## config.mk

```make
export PLATFORM = sky130hd
export DESIGN_NAME = pdm_div
export DESIGN_NICKNAME = d
export VERILOG_FILES = /design/src/hw/rtl/pdm_pkg.sv /design/src/hw/rtl/pdm_div.sv
export SDC_FILE = /design/constraint.sdc
export NUM_CORES = 2
export LEC_CHECK = 0
export BUFFER_PORTS_ARGS = -buffer_cell sky130_fd_sc_hd__clkbuf_2
export CAP_MARGIN = 20
export CORE_MARGIN = 1
export CORE_UTILIZATION = 69
export CTS_CLUSTER_SIZE = 12
export DETAILED_ROUTE_END_ITERATION = 16
export GPL_TIMING_DRIVEN = 0
export PLACE_DENSITY = 0.86
export RECOVER_POWER = 100
export SYNTH_ARGS = -nofsm -noshare
export SYNTH_HDL_FRONTEND = slang
export SYNTH_SLANG_ARGS = --single-unit
export TNS_END_PERCENT = 10
```

## constraint.sdc

```tcl
create_clock -name clk -period 7.35 [get_ports clk]
set_input_delay 1.47 -clock clk [delete_from_list [all_inputs] [get_ports clk]]
set_output_delay 1.47 -clock clk [all_outputs]
set_load 0.01 [all_outputs]
```

## src/hw/rtl/pdm_pkg.sv

```systemverilog
// shared constants and types for the pwm period and duty measurement block
package pdm_pkg;

    localparam int STAMP_WIDTH_DEF = 32;
    localparam int STAMP_PORT_W    = 32;
    localparam int NS_W            = 10;
    localparam int TIME_W          = 32;
    localparam int FREQ_W          = 30;
    localparam int DUTY_W          = 17;
    localparam int STATUS_W        = 2;

    localparam logic [NS_W-1:0]   NS_PER_CLOCK_RESET = NS_W'(31);
    localparam logic [FREQ_W-1:0] NS_PER_SECOND      = FREQ_W'(1000000000);
    localparam logic [TIME_W-1:0] TIME_MAX           = '1;

    typedef enum logic [STATUS_W-1:0] {
        STATUS_OK   = 2'd0,
        STATUS_SAT  = 2'd1,
        STATUS_ZERO = 2'd2
    } status_t;

endpackage

```

## src/hw/rtl/pdm_div.sv

```systemverilog
// pipelined restoring divider, one quotient bit per register stage
module pdm_div
    import pdm_pkg::*;
#(
    parameter int QW = DUTY_W,
    parameter int DW = STAMP_WIDTH_DEF + NS_W + 1,
    parameter int PW = 1
) (
    input  logic          clk,
    input  logic          rst_n,
    input  logic          en,
    input  logic          in_valid,
    input  logic [DW-1:0] in_rem,
    input  logic [QW-1:0] in_num,
    input  logic [DW-1:0] in_div,
    input  logic [PW-1:0] in_pay,
    output logic          out_valid,
    output logic [QW-1:0] out_quo,
    output logic [PW-1:0] out_pay
);

    logic [QW-1:0] valid_reg;
    logic [DW-1:0] rem_reg [QW];
    logic [QW-1:0] num_reg [QW];
    logic [QW-1:0] quo_reg [QW];
    logic [DW-1:0] div_reg [QW];
    logic [PW-1:0] pay_reg [QW];

    for (genvar k = 0; k < QW; k++) begin : g_stage
        logic          valid_prev;
        logic [DW-1:0] rem_prev;
        logic [QW-1:0] num_prev;
        logic [QW-1:0] quo_prev;
        logic [DW-1:0] div_prev;
        logic [PW-1:0] pay_prev;
        logic [DW:0]   trial;
        logic          ge;
        logic [DW-1:0] rem_next;

        if (k == 0) begin : g_first
            assign valid_prev = in_valid;
            assign rem_prev   = in_rem;
            assign num_prev   = in_num;
            assign quo_prev   = '0;
            assign div_prev   = in_div;
            assign pay_prev   = in_pay;
        end else begin : g_rest
            assign valid_prev = valid_reg[k-1];
            assign rem_prev   = rem_reg[k-1];
            assign num_prev   = num_reg[k-1];
            assign quo_prev   = quo_reg[k-1];
            assign div_prev   = div_reg[k-1];
            assign pay_prev   = pay_reg[k-1];
        end

        // shift in next numerator bit, subtract when it fits
        assign trial    = {rem_prev, num_prev[QW-1]};
        assign ge       = (trial >= {1'b0, div_prev});
        assign rem_next = ge ? DW'(trial - {1'b0, div_prev}) : DW'(trial);

        always_ff @(posedge clk or negedge rst_n)
        begin
            if (!rst_n)
            begin
                valid_reg[k] <= 1'b0;
            end
            else if (en)
            begin
                valid_reg[k] <= valid_prev;
            end
        end

        always_ff @(posedge clk)
        begin
            if (en)
            begin
                rem_reg[k] <= rem_next;
                num_reg[k] <= QW'({num_prev, 1'b0});
                quo_reg[k] <= QW'({quo_prev, ge});
                div_reg[k] <= div_prev;
                pay_reg[k] <= pay_prev;
            end
        end
    end

    assign out_valid = valid_reg[QW-1];
    assign out_quo   = quo_reg[QW-1];
    assign out_pay   = pay_reg[QW-1];

endmodule

```

---- Yosys cells after proc, flatten, opt, wreduce, memory -nomap -nowiden ----
Memory sizes are Yosys's and may differ from the RTL's.
Cells that the tools add are included.
Widths: inputs -> output; s select.
word-level totals
  bits of input ports ..................... 108
  bits in writable memories ............... 2,040
  output and inout bits ................... 19
  register bits after elaboration ......... 17
  memories ................................ 5
  logic and storage cells ................. 75
memories
  memory   depth  bits a word  rd ports  clocked after memory_dff  wr ports  line           source
  div_reg  17     43           16        0                         17        pdm_div.sv:26  logic [DW-1:0] div_reg [QW];
  rem_reg  17     43           16        0                         17        pdm_div.sv:23  logic [DW-1:0] rem_reg [QW];
  quo_reg  17     17           17        0                         17        pdm_div.sv:25  logic [QW-1:0] quo_reg [QW];
  num_reg  17     16           16        0                         17        pdm_div.sv:24  logic [QW-1:0] num_reg [QW];
  pay_reg  17     1            17        0                         17        pdm_div.sv:27  logic [PW-1:0] pay_reg [QW];
cells by class
  order comparisons ....................... 17
  add/sub/neg operators ................... 17
  muxes and demuxes ....................... 19
operators with widths
  cell            count
  $ge 44x43->1    17
  $mux 43         17
  $sub 43x43->43  17
  $mux 1          2

---- Longest topological paths before layout ----
An unclocked memory read counts as a cell.
  word-level depth ........................ 3
  mapped depth ............................ 17
  gate-level depth less buffers ........... 14

---- Worst setup path after synthesis ----
Ideal clock, no wire load.
  path kind ............................... input-to-reg
  start ................................... input in_div[2]
  end ..................................... memory rem_reg[0][21] (netlist name), data pin
  setup slack ............................. 3,038 ps
  stages .................................. 13
  arrival time ............................ 4,052 ps
  cell sequence ........................... inv_1 -> ha_1 -> nor2b_1 -> o31a_1 -> o31a_1 -> o21ba_2 -> a2111o_1 -> a21oi_2 -> nor3_1 -> o22a_1 -> buf_6 -> buf_6 -> mux2_4
RTL lines
  element      line           source
  from (decl)  pdm_div.sv:15  input logic [DW-1:0] in_div,
  to (decl)    pdm_div.sv:23

==> impl_metrics.yaml <==
logic_synthesis:
  syn_nets: 10061
  synthArstFlopShare: 0.01001
  synth-seq-cells: 1699
  synth.largest_area_cell: "edfxtp_1"
  synth_area_leaders: "edfxtp_1 50%, ha_1 9.1%, a21oi_1 4.0%, inv_1 3.4%, a21o_1 3.3%"
  synth_area_sq_mm: 0.1002
  syn_avg_cell_area_sq_um: 10.88
  yosysSeqAreaShare: 0.5083
  synthCells: 9206
  ys_top_cells_by_count: "1682 x edfxtp_1, 901 x inv_1, 792 x a21oi_1"
  netlist.area_leader.share: 0.5041
  synth.distinct_cells: 106
  synth_ff_type: "edfxtp_1"
  synth_edf_count: 1682
  synth.most_common_cell: "edfxtp_1"
  yosys_warnings: 0
global_route:
  grt_pass1_vias: 75890
  track_usage: 0.3508
  use_met2: 0.6737
  grt_pass1_wl_um: 398200
  busiest_layer: "met2"
  grt.met1_usage: 0.3071
  antenna_found_initial: 1
  grt_overflow_total: 0
  met3_usage: 0.04452
  grt_max_degree: 131
critical_path:
  cp_cell_sequence: "ha_1 -> clkbuf_1 -> nand4_1 -> nor3_1 -> o31ai_1 -> nand4_1 -> a41oi_1 -> nor3_1 -> nor2_1 -> o31ai_1 -> clkbuf_1 -> buf_2 -> a21oi_1"
  critPathRequiredTime_ns: 7.92
  arrival_ns: 7.11
  path_buf_inv: 3
  crit_fanout: 10
  cpPeakStageDelay_ns: 1.94
  path_class: "reg -> reg"
  slowest_stage: "o31ai_1"
  critPathTopFamily: "compound AO/OA/AOI/OAI gates"
  cp-start-kind: "flip-flop"
  critPathCaptureType: "flip-flop"
final_layout:
  multiInputGateArea_sq_mm: 0.04419
  n_fill_cell: 9224
  drive_above_1_share: 0.06423
  fin_area_sq_mm: 0.1087
  instances_no_fill: 11579
  nets: 10395
  area_growth_pct: 8.492
  utilization: 0.7558
  regArea_sq_mm: 0.05093
clocking:
  path_clk_slew_ns: 0.06
  clock_path_buffers: 3
  ctsHtreeMaxLevel: 4
  cts_setup_buffers: 0
  cts_resized: 0
  clk_latency_ns: 0.85
  cts_tree: "yes"
  numCtsBuffers: 180
  hold_buffers: 0
  numClockSinks: 1699
  clock-root-buffer: "clkbuf_16"
placed_design:
  hpwl_um: 197200
  place_ws_ns: 1.083
  gp_congestion: 1.058
  dp_cells: 11259
  io_buffers: 126
  placed_area_sq_mm: 0.1037
sta:
  period_share: 0.8898
  slew_violations: 866
  hold_viol: 0
  finClkSkew_ns: 0.04419
  final.setup.tns_ns: 0
  fin_ws_ns: 0.8102
  rsz0062_at_grt: "false"
  slew_headroom: -2.269
  setup_viol: 0
  finalWorstPathRequiredPeriod_ns: 6.540
  tightest_slew_ns: 4.903
  hold_ws_ns: 0.4003
  fmax_mhz: 152.9
drt:
  route.detailed.drc: 2
  drt_iter0_drc: 5403
  vias: 73921
  wl_um: 261600
  final_antenna_net_count: 0
  viasPerCell: 6.384
  wl_per_cell_um: 22.59
  dr.pass1.iters: 14
floorplan:
  start_util: 0.6966
  pin_count: 127
  num_rows: 139
  fp.dieH_um: 383.1
  coreArea_sq_mm: 0.1438
  die_w_um: 383.1
  die-area_sq_mm: 0.1467
power_and_ir_drop:
  power.leakage_nw: 44.96
  finalPower_mw: 49.78
  powerDensity_mw_per_mm2: 457.9
  pwr-share-comb: 0.500
  p_switching_mw: 20.33
  peakVddDrop_mv: 0.2417
  p_clk_frac: 0.179
  netSwitchingFraction: 0.4084
  intPower_mw: 29.45
  seq_power_share: 0.321
outcome:
  status: "complete, but fails checks"
  violations: "design-rule violations, max-capacitance violations, max-slew violations"
worst_hold_path:
  hold_path_class: "reg -> reg"
job:
  max_cap_violations: 13
==> routing by layer <==
layer	vias to the layer above	part of all wire
met1	34747	0.31
met4	0	0.11
met5	-	0
li1	34459	-
met3	1290	0.047
met2	3425	0.53
==> logic make-up (layout without fill, tap and decap cells) <==
kind of cell | after synthesis | in the layout | share of synthesized area
AO/OA/AOI/OAI | 2557 | 2557 | 0.1612
XOR/XNOR | 587 | 587 | 0.05131
adder cells (fa/ha/maj) | 747 | 747 | 0.09448
buffers and inverters | 1202 | 1665 | 0.04695
flip-flops | 1699 | 1699 | 0.5083
multiplexers | 332 | 332 | 0.03902
other | 0 | 7 | 0
AND/OR/NAND/NOR | 2082 | 2082 | 0.09869
==> cell usage in the layout, fill, tap and decap left out, types with 32 or more instances in the layout <==
| cell | synthesis | layout |
|---|---|---|
| nor4_1 | 32 | 33 |
| o211ai_1 | 48 | 51 |
| o21a_1 | 101 | 101 |
| inv_1 | 901 | 901 |
| clkbuf_16 | 0 | 180 |
| and3_1 | 72 | 72 |
| nand2_1 | 650 | 650 |
| nor2_1 | 534 | 537 |
| o31a_1 | 35 | 35 |
| xor2_1 | 243 | 243 |
| mux2_2 | 231 | 222 |
| a211oi_1 | 59 | 62 |
| nor3_1 | 124 | 124 |
| o21ai_0 | 576 | 581 |
| a21oi_1 | 792 | 794 |
| a21o_1 | 444 | 444 |
| edfxtp_1 | 1682 | 1682 |
| or3_1 | 40 | 40 |
| clkinv_1 | 0 | 32 |
| clkbuf_2 | 1 | 65 |
| ha_1 | 731 | 731 |
| xnor2_1 | 344 | 344 |
| nor2b_1 | 94 | 94 |
| a31oi_1 | 81 | 85 |
| o21bai_1 | 104 | 104 |
| mux2_1 | 22 | 80 |
| clkbuf_1 | 219 | 393 |
| o31ai_1 | 41 | 42 |
| nand4_1 | 167 | 167 |
| nand2b_1 | 75 | 75 |
| nand3_1 | 156 | 156 |
==> final cells by class <==
class | instances | area share
inverter | 902 | 0.03115
timing repair buffer | 152 | 0.008161
clock inverter | 84 | 0.009611
multi-input combinational | 6305 | 0.4065
sequential | 1699 | 0.4685
buffer | 300 | 0.01061
antenna | 7 | 0.0001611
clock buffer | 227 | 0.04333
tap | 1903 | 0.02190
==> final timing paths <==
| kind | from | to | slack, ns | cells after the start |
|---|---|---|---|---|
| min reg2reg | num_reg[0][22]$_DFFE_PP_ | num_reg[0][39]$_DFFE_PP_ | 0.40 | 0 |
| max | rem_reg[0][607]$_DFFE_PP_ | rem_reg[0][654]$_DFFE_PP_ | 0.81 | 13 |
| min in group asynchronous | rst_n | g_stage[3].valid_prev$_DFFE_PN0P_ | 0.78 | 1 |
| max reg2reg | rem_reg[0][607]$_DFFE_PP_ | rem_reg[0][654]$_DFFE_PP_ | 0.81 | 13 |
| max in group asynchronous | rst_n | g_stage[11].valid_prev$_DFFE_PN0P_ | 5.96 | 1 |
| min | num_reg[0][22]$_DFFE_PP_ | num_reg[0][39]$_DFFE_PP_ | 0.40 | 0 |
==> power groups by stage <==
stage / registers (mW) / clock network [mW] / logic, mW
after detailed placement: 16.1 / 0 / 24.4
after global placement: 16.5 / 0 / 23.5
after CTS: 15.9 / 8.94 / 24.8
after global routing: 16.2 / 9.30 / 26.9
after floorplan: 15.5 / 0 / 18.3
final: 16.0 / 8.89 / 24.9
(Power assumes the default switching activity.)
